--- config.mk ---
export PLATFORM = sky130hd
export DESIGN_NAME = iou_duplicate_suppressor_core
export DESIGN_NICKNAME = d
export VERILOG_FILES = /design/src/rtl/core/iouds_pkg.sv /design/src/rtl/core/iou_duplicate_suppressor_core.sv
export SDC_FILE = /design/constraint.sdc
export NUM_CORES = 2
export LEC_CHECK = 0
export BUFFER_PORTS_ARGS = -buffer_cell sky130_fd_sc_hd__clkbuf_2
export CORE_MARGIN = 4
export CORE_UTILIZATION = 62
export DETAILED_ROUTE_END_ITERATION = 10
export GPL_TIMING_DRIVEN = 0
export PLACE_DENSITY = 0.87
export SYNTH_ARGS = -nofsm -noshare
export SYNTH_HDL_FRONTEND = slang
export SYNTH_SLANG_ARGS = --single-unit
--- constraint.sdc ---
create_clock -name clk -period 9.19 [get_ports clk]
set_clock_uncertainty 0.05 [all_clocks]
set_input_delay 2.757 -clock clk [delete_from_list [all_inputs] [get_ports clk]]
set_output_delay 2.757 -clock clk [all_outputs]
set_load 0.01 [all_outputs]
--- src/rtl/core/iouds_pkg.sv ---
`default_nettype none

package iouds_pkg;

	// Fixed widths of the time base and the configuration register.
	localparam int TIME_W = 32;
	localparam int SUP_W  = 8;
	// Width of a hold or keep window in ms (255 * 1000 + 1000 fits in 18 bits).
	localparam int HOLD_W = 18;

	// Motion must persist this long before a frame is reported.
	localparam int unsigned PERSIST_MS = 3000;
	localparam int unsigned MS_PER_S   = 1000;

	// Reset value of the suppression window in seconds.
	localparam logic [SUP_W-1:0] SUPPRESS_RESET = 8'd5;

	// Sequencer states.
	typedef enum logic [2:0] {
		ST_IDLE,
		ST_PREP,
		ST_INTER,
		ST_MULT,
		ST_CMP,
		ST_WRITE
	} iouds_state_t;

endpackage

`default_nettype wire

--- src/rtl/core/iou_duplicate_suppressor_core.sv ---
`default_nettype none

// Temporal duplicate suppression of motion rectangles by intersection over union.
// Input transaction: start is sampled with frame_start, has_rect, timestamp_ms and
// the rectangle; it is taken at a rising edge where start is high and busy is low.
// Result transaction: done is high for exactly one cycle with abnormal and the echoed
// rectangle (zero when the item carried none). The receiver cannot stall; every
// input transaction gives exactly one result.
// Timing: each item scans the whole entry table with one shared multiplier and a
// single read port on the entry memory: per entry an intersection, a multiply and a
// compare step, plus a setup and a table-update step. busy stays high until the item
// is through; done is high in the first cycle in which busy is low, and a new item
// may be started in that same cycle. No new item is taken while busy is high.
// Configuration: cfg_wr_en writes cfg_wr_data into the suppression window (seconds)
// at once; write it only while the block is idle.
// Reset: arst_n clears the motion tracking and all table valid bits and sets the
// suppression window to 5 s. The entry memory itself is not cleared.
module iou_duplicate_suppressor_core
	import iouds_pkg::*;
#(
	parameter int TABLE_DEPTH = 16,
	parameter int COORD_BITS  = 12
) (
	input  wire                    clk,
	input  wire                    arst_n,
	input  wire                    cfg_wr_en,
	input  wire [SUP_W-1:0]        cfg_wr_data,
	input  wire                    start,
	output logic                   busy,
	input  wire                    frame_start,
	input  wire                    has_rect,
	input  wire [TIME_W-1:0]       timestamp_ms,
	input  wire [COORD_BITS-1:0]   rect_x,
	input  wire [COORD_BITS-1:0]   rect_y,
	input  wire [COORD_BITS-1:0]   rect_w,
	input  wire [COORD_BITS-1:0]   rect_h,
	output logic                   done,
	output logic                   abnormal,
	output logic [COORD_BITS-1:0]  out_x,
	output logic [COORD_BITS-1:0]  out_y,
	output logic [COORD_BITS-1:0]  out_w,
	output logic [COORD_BITS-1:0]  out_h
);

	localparam int IDX_W  = $clog2(TABLE_DEPTH);
	localparam int CB     = COORD_BITS;
	localparam int OP_W   = CB + 1;
	localparam int PROD_W = 2 * OP_W;
	localparam int WORD_W = 4 * CB + TIME_W;

	iouds_state_t state_q, state_d;

	// Configuration and motion tracking.
	logic [SUP_W-1:0]   suppress_q;
	logic               motion_active_q;
	logic [TIME_W-1:0]  motion_begin_q;
	logic               reporting_q;

	// Latched input item.
	logic               start_q, has_q;
	logic [TIME_W-1:0]  now_q;
	logic [CB-1:0]      x_q, y_q, w_q, h_q;

	// Table storage.
	logic [TABLE_DEPTH-1:0] valid_q;
	logic [WORD_W-1:0]      mem [TABLE_DEPTH];
	logic [WORD_W-1:0]      rd_q;
	logic [IDX_W-1:0]       rd_addr_q;
	logic                   mem_we;
	logic [IDX_W-1:0]       slot;

	// Scan state.
	logic [IDX_W-1:0]   idx_q;
	logic [HOLD_W-1:0]  hold_q, keep_q;
	logic [OP_W-1:0]    iw_q, ih_q;
	logic [PROD_W-1:0]  area_a_q, area_b_q, inter_q;
	logic               near_q, sup_q;
	logic               free_found_q;
	logic [IDX_W-1:0]   free_idx_q, old_idx_q;
	logic [TIME_W-1:0]  old_age_q;

	// Result register.
	logic               done_q, abnormal_q;
	logic [CB-1:0]      ox_q, oy_q, ow_q, oh_q;

	logic accept, last, report_new;

	assign accept = start && (state_q == ST_IDLE);
	assign busy   = (state_q != ST_IDLE);
	assign last   = (idx_q == IDX_W'(TABLE_DEPTH - 1));

	// Fields of the entry read from memory.
	logic [CB-1:0]     bx, by, bw, bh;
	logic [TIME_W-1:0] btime;
	assign bx    = rd_q[CB-1:0];
	assign by    = rd_q[2*CB-1:CB];
	assign bw    = rd_q[3*CB-1:2*CB];
	assign bh    = rd_q[4*CB-1:3*CB];
	assign btime = rd_q[WORD_W-1:4*CB];

	// Hold window in ms; keep window is one second longer.
	logic [HOLD_W-1:0] hold_c, keep_c;
	assign hold_c = HOLD_W'(suppress_q) * HOLD_W'(MS_PER_S);
	assign keep_c = hold_c + HOLD_W'(MS_PER_S);

	// Intersection extent of the item and the current entry.
	logic [OP_W-1:0] ax2, bx2, ay2, by2, lx, ly, rx, ry, iw_c, ih_c;
	always_comb begin
		ax2  = OP_W'(x_q) + OP_W'(w_q);
		bx2  = OP_W'(bx) + OP_W'(bw);
		ay2  = OP_W'(y_q) + OP_W'(h_q);
		by2  = OP_W'(by) + OP_W'(bh);
		lx   = (x_q > bx) ? OP_W'(x_q) : OP_W'(bx);
		ly   = (y_q > by) ? OP_W'(y_q) : OP_W'(by);
		rx   = (ax2 < bx2) ? ax2 : bx2;
		ry   = (ay2 < by2) ? ay2 : by2;
		iw_c = (rx > lx) ? rx - lx : '0;
		ih_c = (ry > ly) ? ry - ly : '0;
	end

	// Age of the current entry and its expiry and hold tests.
	logic [TIME_W-1:0] age_c;
	logic              valid_i, valid_after, near_c;
	assign age_c       = now_q - btime;
	assign valid_i     = valid_q[idx_q];
	assign valid_after = valid_i && (age_c < TIME_W'(keep_q));
	assign near_c      = valid_after && (age_c < TIME_W'(hold_q));

	// Shared multiplier: item area, entry area, then intersection area.
	logic [OP_W-1:0]   mul_a, mul_b;
	logic [PROD_W-1:0] prod;
	always_comb begin
		case (state_q)
			ST_PREP: begin
				mul_a = OP_W'(w_q);
				mul_b = OP_W'(h_q);
			end
			ST_INTER: begin
				mul_a = OP_W'(bw);
				mul_b = OP_W'(bh);
			end
			ST_MULT: begin
				mul_a = iw_q;
				mul_b = ih_q;
			end
			default: begin
				mul_a = '0;
				mul_b = '0;
			end
		endcase
		prod = PROD_W'(mul_a) * PROD_W'(mul_b);
	end

	// IOU above one half: 2*inter > a + b - inter, i.e. 3*inter > a + b.
	logic [PROD_W+1:0] tri_inter, area_sum;
	logic              overlap_c;
	assign tri_inter = (PROD_W+2)'({inter_q, 1'b0}) + (PROD_W+2)'(inter_q);
	assign area_sum  = (PROD_W+2)'(area_a_q) + (PROD_W+2)'(area_b_q);
	assign overlap_c = tri_inter > area_sum;

	// New entry goes to the first free slot, else over the oldest entry.
	assign report_new = has_q && reporting_q && !sup_q;
	assign slot       = free_found_q ? free_idx_q : old_idx_q;
	assign mem_we     = (state_q == ST_WRITE) && report_new;

	// Sequencer state register.
	always_ff @(posedge clk or negedge arst_n) begin
		if (!arst_n) begin
			state_q <= ST_IDLE;
		end else begin
			state_q <= state_d;
		end
	end

	// Sequencer next state: setup, three steps per entry, table update.
	always_comb begin
		state_d = state_q;
		case (state_q)
			ST_IDLE:  if (start) state_d = ST_PREP;
			ST_PREP:  state_d = ST_INTER;
			ST_INTER: state_d = ST_MULT;
			ST_MULT:  state_d = ST_CMP;
			ST_CMP:   state_d = last ? ST_WRITE : ST_INTER;
			ST_WRITE: state_d = ST_IDLE;
			default:  state_d = ST_IDLE;
		endcase
	end

	// Configuration register.
	always_ff @(posedge clk or negedge arst_n) begin
		if (!arst_n) begin
			suppress_q <= SUPPRESS_RESET;
		end else if (cfg_wr_en) begin
			suppress_q <= cfg_wr_data;
		end
	end

	// Latch the input item on acceptance.
	always_ff @(posedge clk) begin
		if (accept) begin
			start_q <= frame_start;
			has_q   <= has_rect;
			now_q   <= timestamp_ms;
			x_q     <= rect_x;
			y_q     <= rect_y;
			w_q     <= rect_w;
			h_q     <= rect_h;
		end
	end

	// Motion run tracking and the reporting decision of the frame.
	always_ff @(posedge clk or negedge arst_n) begin
		if (!arst_n) begin
			motion_active_q <= 1'b0;
			motion_begin_q  <= '0;
			reporting_q     <= 1'b0;
		end else if (state_q == ST_PREP && start_q) begin
			if (!has_q) begin
				motion_active_q <= 1'b0;
				reporting_q     <= 1'b0;
			end else if (!motion_active_q) begin
				motion_active_q <= 1'b1;
				motion_begin_q  <= now_q;
				reporting_q     <= 1'b0;
			end else begin
				reporting_q <= (now_q - motion_begin_q) >= TIME_W'(PERSIST_MS);
			end
		end
	end

	// Scan counters and table valid bits.
	always_ff @(posedge clk or negedge arst_n) begin
		if (!arst_n) begin
			idx_q     <= '0;
			rd_addr_q <= '0;
			valid_q   <= '0;
		end else begin
			case (state_q)
				ST_IDLE: begin
					idx_q     <= '0;
					rd_addr_q <= '0;
				end
				ST_INTER: begin
					valid_q[idx_q] <= valid_after;
					rd_addr_q      <= last ? '0 : idx_q + IDX_W'(1);
				end
				ST_CMP: begin
					if (!last) idx_q <= idx_q + IDX_W'(1);
				end
				ST_WRITE: begin
					if (report_new) valid_q[slot] <= 1'b1;
				end
				default: begin
				end
			endcase
		end
	end

	// Scan datapath: windows, products and slot selection.
	always_ff @(posedge clk) begin
		case (state_q)
			ST_PREP: begin
				hold_q       <= hold_c;
				keep_q       <= keep_c;
				area_a_q     <= prod;
				sup_q        <= 1'b0;
				free_found_q <= 1'b0;
				free_idx_q   <= '0;
				old_idx_q    <= '0;
				old_age_q    <= '0;
			end
			ST_INTER: begin
				iw_q     <= iw_c;
				ih_q     <= ih_c;
				area_b_q <= prod;
				near_q   <= near_c;
				if (!valid_after && !free_found_q) begin
					free_found_q <= 1'b1;
					free_idx_q   <= idx_q;
				end
				if (idx_q == '0 || age_c > old_age_q) begin
					old_age_q <= age_c;
					old_idx_q <= idx_q;
				end
			end
			ST_MULT: begin
				inter_q <= prod;
			end
			ST_CMP: begin
				if (near_q && overlap_c) sup_q <= 1'b1;
			end
			default: begin
			end
		endcase
	end

	// Entry memory: one write port, one registered read port.
	always_ff @(posedge clk) begin
		if (mem_we) begin
			mem[slot] <= {now_q, h_q, w_q, y_q, x_q};
		end
		rd_q <= mem[rd_addr_q];
	end

	// Result strobe.
	always_ff @(posedge clk or negedge arst_n) begin
		if (!arst_n) begin
			done_q <= 1'b0;
		end else begin
			done_q <= (state_q == ST_WRITE);
		end
	end

	// Result payload.
	always_ff @(posedge clk) begin
		if (state_q == ST_WRITE) begin
			abnormal_q <= report_new;
			ox_q       <= has_q ? x_q : '0;
			oy_q       <= has_q ? y_q : '0;
			ow_q       <= has_q ? w_q : '0;
			oh_q       <= has_q ? h_q : '0;
		end
	end

	assign done     = done_q;
	assign abnormal = abnormal_q;
	assign out_x    = ox_q;
	assign out_y    = oy_q;
	assign out_w    = ow_q;
	assign out_h    = oh_q;

endmodule

`default_nettype wire

# [Word-level counts from Yosys, hierarchy flattened]
# Memories as Yosys holds them, arrays and structs flattened. A register that Yosys moved wholly into a read port is not among the register bits.
# Cells that the tools add are included.
# W data, S select, Z words.
[word_totals] inputBits=94 n_memories=1 ram_bits=1280 regBits=381 out_inout_bits=51
[memory_table] memory="mem" words=16 word_bits=80 rd=1 rd_clocked_by_memory_dff=1 wr=1 line="iou_duplicate_suppressor_core.sv:66" rtl="logic [WORD_W-1:0] mem [TABLE_DEPTH];"
[op_classes] n_reduce_logical=29 add_sub_neg=12 muxes=38 n_bitwise=2 n_eq_ne=12 multipliers=2 order_cmp=15
[op_table] op="$pmux W13 S3" n=2
[op_table] op="$lt A32 B18 Y1" n=2
[op_table] op="$pmux W32 S2" n=1
[op_table] op="$sub A32 B32 Y32" n=2
[op_table] op="$add A12 B12 Y13" n=4
[op_table] op="$ge A32 B12 Y1 const B" n=1
[op_table] op="$gt A32 B32 Y1" n=1
[op_table] op="$mux W32" n=1
[op_table] op="$pmux W16 S2" n=1
[op_table] op="$pmux W4 S2" n=4
[op_table] op="$add A27 B26 Y28" n=1
[op_table] op="$gt A28 B27 Y1" n=1
[op_table] op="$add A26 B26 Y27" n=1
[op_table] op="$gt A13 B12 Y1" n=2
[op_table] op="$lt A13 B13 Y1" n=2
[op_table] op="$mul A13 B13 Y26" n=1
[op_table] op="$mux W13" n=2
[op_table] op="$sub A13 B12 Y13" n=2
[op_table] op="$gt A12 B12 Y1" n=2
[op_table] op="$mux W12" n=2
[op_table] op="$mux W4" n=5
[op_table] op="$add A18 B10 Y18 const B" n=1
[op_table] op="$bwmux W16" n=1
[op_table] op="$mux W16" n=1
[op_table] op="other kinds (26)" n=67

# [Depth between registers and ports, before layout]
[depth] word_depth=8 ltp_mapped=33 mapped_depth_nobuf=32

# [Worst setup path before layout]
# No wires, ideal clock.
[synth_path] path_type="register to register" from="register state_q[0]" to="register area_a_q[24], data pin" n_path_buf=3 setup_slack_ns=2.305 arrival_ns=6.568 synth_period_minus_slack_ns=6.885 stages_incl_launch_ff=28 required_time_ns=8.873 cell_sequence="dfrtp_1 -> clkbuf_1 -> buf_1 -> mux2_2 -> a22oi_1 -> or2_2 -> clkbuf_1 -> nor2_1 -> fa_1 -> inv_1 -> fa_1 -> inv_1 -> fa_1 -> fa_1 -> inv_1 -> fa_1 -> inv_1 -> ha_1 -> or2_2 -> o31a_1 -> a31oi_1 -> a211oi_1 -> a41o_1 -> nor4_1 -> nor3_1 -> a21o_1 -> a21oi_1 -> xnor2_1"
[synth_via] elab_chain_cells=3 elab_cells_between_ends=6
[synth_lines] element="start, declared" line="iou_duplicate_suppressor_core.sv:51" rtl="iouds_state_t state_q, state_d;"
[synth_lines] element="start signal, assigned" line="iou_duplicate_suppressor_core.sv:171" rtl="state_q <= state_d;"
[synth_lines] element="$eq A3 B2 Y1 or $eq A3 B1 Y1 (tied branches)" line="iou_duplicate_suppressor_core.sv:133" rtl="case (state_q)"
[synth_lines] element="$pmux W13 S3" line="iou_duplicate_suppressor_core.sv:133"
[synth_lines] element="$mul A13 B13 Y26 (*)" line="iou_duplicate_suppressor_core.sv:151" rtl="prod = PROD_W'(mul_a) * PROD_W'(mul_b);"
[synth_lines] element="via prod[24]" line="iou_duplicate_suppressor_core.sv:131" rtl="logic [PROD_W-1:0] prod;"
[synth_lines] element="end signal, assigned" line="iou_duplicate_suppressor_core.sv:265" rtl="area_a_q <= prod;"
[synth_lines] element="end, declared" line="iou_duplicate_suppressor_core.sv:76" rtl="logic [PROD_W-1:0] area_a_q, area_b_q, inter_q;"
# Mark *: on every way through the listed nets, which the timed path passes. The rest lies on a longest branch.
# A chain may end at the register's enable or synchronous reset.

# [Worst setup path in the final report]
[layout_path] from="register y_q[0]" to="register ih_q[8], data pin"
[layout_via] elab_chain_cells=4 elab_cells_between_ends=7
[layout_lines] element="start, declared" line="iou_duplicate_suppressor_core.sv:62" rtl="logic [CB-1:0] x_q, y_q, w_q, h_q;"
[layout_lines] element="start signal, assigned" line="iou_duplicate_suppressor_core.sv:205" rtl="y_q <= rect_y;"
[layout_lines] element="$add A12 B12 Y13" line="iou_duplicate_suppressor_core.sv:111" rtl="ay2 = OP_W'(y_q) + OP_W'(h_q);"
[layout_lines] element="$lt A13 B13 Y1" line="iou_duplicate_suppressor_core.sv:116" rtl="ry = (ay2 < by2) ? ay2 : by2;"
[layout_lines] element="$mux W13" line="iou_duplicate_suppressor_core.sv:116"
[layout_lines] element="$sub A13 B12 Y13 or $gt A13 B12 Y1 (tied branches)" line="iou_duplicate_suppressor_core.sv:118" rtl="ih_c = (ry > ly) ? ry - ly : '0;"
[layout_lines] element="end signal, assigned" line="iou_duplicate_suppressor_core.sv:274" rtl="ih_q <= ih_c;"
[layout_lines] element="end, declared" line="iou_duplicate_suppressor_core.sv:75" rtl="logic [OP_W-1:0] iw_q, ih_q;"
# Parallel ways exist; a longest one is shown, timed or not.

==> summary.md <==
| Metric | Value |
|---|---|
| Antenna viol nets, final | `0` |
| Root buf cell | `clkbuf_16` |
| Fin crit period | `around 8.9 ns` |
| Status | `finished, violations left` |
| Final HPWL DP | `about 150000 microns` |
| Syn Inst Count | `5302` |
| Critical path capture point type | `flip-flop` |
| # placed instances | `roughly 7300` |
| Share of layout cells above drive strength 1 | `between 10% and 20%` |
| Clk buf depth | `3` |
| Sw power | `15490 uW` |
| Req. time, crit path | `approximately 9.6 ns` |
| CP peak stage delay | `just over 0.7 ns` |
| CTS sink cnt | `1738` |
| Number of synthesized flops with an enable pin | `around 1600` |
| TritonCTS Buffers | `168` |
| Startpoint types | `flip-flop` |
| F_max | `roughly 110 MHz` |
| Core footprint | `132100 sq um` |
| Worst Hold Class | `reg2reg` |
| Site Rows | `133` |
| Slew Limit Fails | `21` |
| Crit path buffers/inverters | `2` |
| Cell Area, Synth | `around 83000 sq um` |
| Crit-path leading delay family | `compound AO/OA/AOI/OAI gates` |
| Post-synthesis mux area share | `between 10% and 20%` |
| Initial antenna violation count | `16` |
| Gr ovfl total | `0` |
| Starting DRT DRC Count | `about 7100` |
| Adder-Cell Fraction of Synth Area | `10.21%` |
| Global Route Usage Sum | `32.93%` |
| Final WL | `about 230000 microns` |
| Largest net degree at the start of global routing | `55` |
| RR Startpoint | `y_q[0]$_DFFE_PP_` |
| CTS tree | `built` |
| Max_cap viols | `3` |
| Slew @ Worst Pin | `between 1.5 and 2 ns` |
| CP startpoint | `y_q[0]$_DFFE_PP_` |
| Worst VDD drop | `0.3834 mV` |
| Htree depth | `4` |
| P&R area growth vs syn | `12.33%` |
| Rel. slew slack | `-4.050%` |
| Initial Utilization | `62.75%` |
| Clock power share | `18.5%` |
| Drt drc | `0` |
| Critical path depth | `31` |
| Full die area | `around 140000 sq um` |
| Net switching fraction of the power | `41.09%` |
| Most frequent cells in the layout | `1588 x edfxtp_1, 432 x inv_1, 432 x ha_1` |
| IO Pins | `~150` |
| Synth Area in Compound Gates | `about 5.7%` |
| Number of synthesized register bits | `1738` |
| Fin crit share | `just under 100%` |
| Synth Net Count | `5981` |
| Worst-Skew Late Latency | `roughly 0.83 ns` |
| CP dominant cell by count | `a21oi_1` |
| Final hold viol count | `0` |
| Failing checks | `capacitance limit, slew limit` |
| Yosys top cell area share | `57.51%` |
| Critical path class | `reg2reg` |
| Path depth of the worst reg2reg path | `31` |
| Lkg Pwr | `roughly 0.034 uW` |
| Synthesized area per cell | `between 15 and 20 sq um` |
| First-pass GRT wire length | `between 300000 and 400000 microns` |
| Placer's final routability congestion estimate | `0.9369` |
| Final setup violating endpoints | `0` |
| CP max stage cell | `edfxtp_1` |
| Area of the multi-input gates | `between 20000 and 30000 sq um` |
| RSZ-0062 raised after global routing | `no` |
| Synth Area in XOR/XNOR | `under 10%` |
| Crit path to | `ih_q[8]$_SDFFCE_PP0N_` |
| Layout fillers | `7902` |
| DRT Pass-1 Iters | `8` |
| Async SR Flop Fraction | `under 10%` |
| Largest family of logic cells by synthesized area | `multiplexers` |
| Number of global-route vias before repair | `53050` |
| Arr. time, crit path | `roughly 9.3 ns` |
| Wire per inst | `between 30 and 40 microns` |
| Internal power | `22210 uW` |
| Reg2Reg Capture Point | `ih_q[8]$_SDFFCE_PP0N_` |
| Top FF cell, synth | `edfxtp_1` |
| Fin cells | `between 7000 and 8000` |
| Synth cell types | `slightly below 90` |
| Vias/cell | `about 6.7` |
| Storage element area | `approximately 51000 sq um` |
| Cell taking the most area after synthesis | `edfxtp_1` |
| Die width | `about 370 microns` |
| Ys Warns | `0` |
| Layout Nets | `~6400` |
| Reg power frac | `30.2%` |
| Setup_tns | `0 ns` |
| Seq/Total Area, Yosys | `around 62%` |
| Die Ht | `roughly 370 microns` |
| Combinational fraction of design power | `about half` |
| Pwr dens | `404.8 nW/um^2` |
| Vias | `51216` |
| Synth Area in Simple Gates | `~5.7%` |
| Port bufs | `between 100 and 150` |
| Flop2flop setup slack | `roughly 0.34 ns` |
| CTS clk-pin slew, worst paths | `0.06 ns` |
| Most common cell after layout, fill and taps aside | `edfxtp_1` |
| Top cells by area, synth | `edfxtp_1 58%, mux4_2 11%, ha_1 6.5%` |
| CP Max Fanout | `11` |
sequential cells by signal (all words and copies together), names as in the netlist, 13 cells and up:
signal / count
area_a_q: 26
area_b_q: 26
hold_q: 15
ih_q: 13
inter_q: 26
iw_q: 13
keep_q: 15
mem: 1280
motion_begin_q: 32
now_q: 32
old_age_q: 32
rd_q: 80
valid_q: 16
worst register-to-register path, delay by kind of cell, from the launching register on:
| family | cells | cell delay [ns] |
|---|---|---|
| compound gates | 16 | 4.20 |
| flops | 1 | 0.72 |
| xor+xnor | 1 | 0.17 |
| fa+ha+maj | 4 | 1.54 |
| simple gates | 8 | 1.17 |
| buf+inv | 2 | 0.66 |
layout make-up:
type	instances	area share [%]
sequential	1738	54.80
multi-input combinational	2962	31.95
clock buffer	225	4.865
timing repair buffer	218	2.501
tap	1755	2.358
inverter	434	1.752
clock inverter	88	1.048
buffer	168	0.7026
antenna	8	0.02149
kinds of logic (layout without fill, tap and decap cells):
logic type | after synthesis | after routing
flops | 1738 | 1738
simple gates | 976 | 976
compound gates | 723 | 723
buf+inv | 602 | 1133
fa+ha+maj | 585 | 585
mux | 488 | 488
xor+xnor | 190 | 190
other cells | 0 | 8
cells in the mapped netlist, types with 6 or more instances:
cell,instances
edfxtp_1,1588
inv_1,433
ha_1,432
mux4_2,405
nand2_1,263
nor2_1,258
a21oi_1,221
fa_1,153
clkbuf_1,140
xnor2_1,129
o21ai_0,126
a21o_1,100
and2_1,97
dfxtp_1,80
nor3_1,70
dfrtp_1,68
mux2_2,64
xor2_1,61
nor2b_1,57
nand3_1,52
o21a_1,50
nand2b_1,38
nand4_1,33
o21bai_1,26
o31ai_1,25
and3_1,24
buf_1,24
or3_1,22
a211oi_1,20
mux2i_1,19
o211ai_1,19
a31oi_1,18
or2_2,17
nor4_1,11
o31a_1,11
a2111oi_0,9
a21boi_0,8
a41oi_1,7
and4_1,7
a31o_2,6
nand3b_1,6
power groups by stage:
stage	Clock (uW)	Sequential [uW]	Combinational [uW]
after CTS	7020	11400	18900
final	6990	11400	19300
after floorplan	0	11100	13800
after global routing	7370	11400	21300
after detailed placement	0	11500	18400
after global placement	0	11500	17700
how the worst min path moves through the flow:
stage	start	end	slack [ns]	depth (start not counted)
finish	motion_begin_q[13]$_DFFE_PN0P_	motion_begin_q[13]$_DFFE_PN0P_	0.45	1
floorplan	motion_begin_q[0]$_DFFE_PN0P_	motion_begin_q[0]$_DFFE_PN0P_	0.41	2
global placement	motion_begin_q[0]$_DFFE_PN0P_	motion_begin_q[0]$_DFFE_PN0P_	0.42	2
global route	motion_begin_q[28]$_DFFE_PN0P_	motion_begin_q[28]$_DFFE_PN0P_	0.47	1
detailed placement	motion_begin_q[0]$_DFFE_PN0P_	motion_begin_q[0]$_DFFE_PN0P_	0.44	2
CTS	motion_begin_q[24]$_DFFE_PN0P_	motion_begin_q[24]$_DFFE_PN0P_	0.46	1
per-stage QoR:
step | hold WS [ns] | power, uW | util (%) | area [sq um] | setup slack, ns
6_report | 0.4517 | 37700 | 70.49 | 93130 | 0.3393
5_1_grt | 0.4740 | 40160 | 70.47 | 93110 | 0.05672
4_1_cts | 0.4561 | 37330 | 70.41 | 93030 | 0.2813
3_3_place_gp | 0.4203 | 29140 | 64.96 | 85830 | -3.129
3_5_place_dp | 0.4368 | 29950 | 66.24 | 87520 | 0.6245
2_1_floorplan | 0.4063 | 24920 | - | 82910 | 2.305
per-layer routing:
layer	GRT usage (%)	vias up	share of wire [%]
met5	0	-	0.038
met1	41.44	25515	34
met3	8.791	993	12
li1	-	20983	-
met2	53.03	3715	48
met4	17.18	10	6.4
timing repair:
action	CTS	global route
setup endpoints to repair	0	13
setup buffers	0	5
hold buffers	0	0
gates resized for setup	0	6
Note: power is estimated with default switching activity, not from simulation.
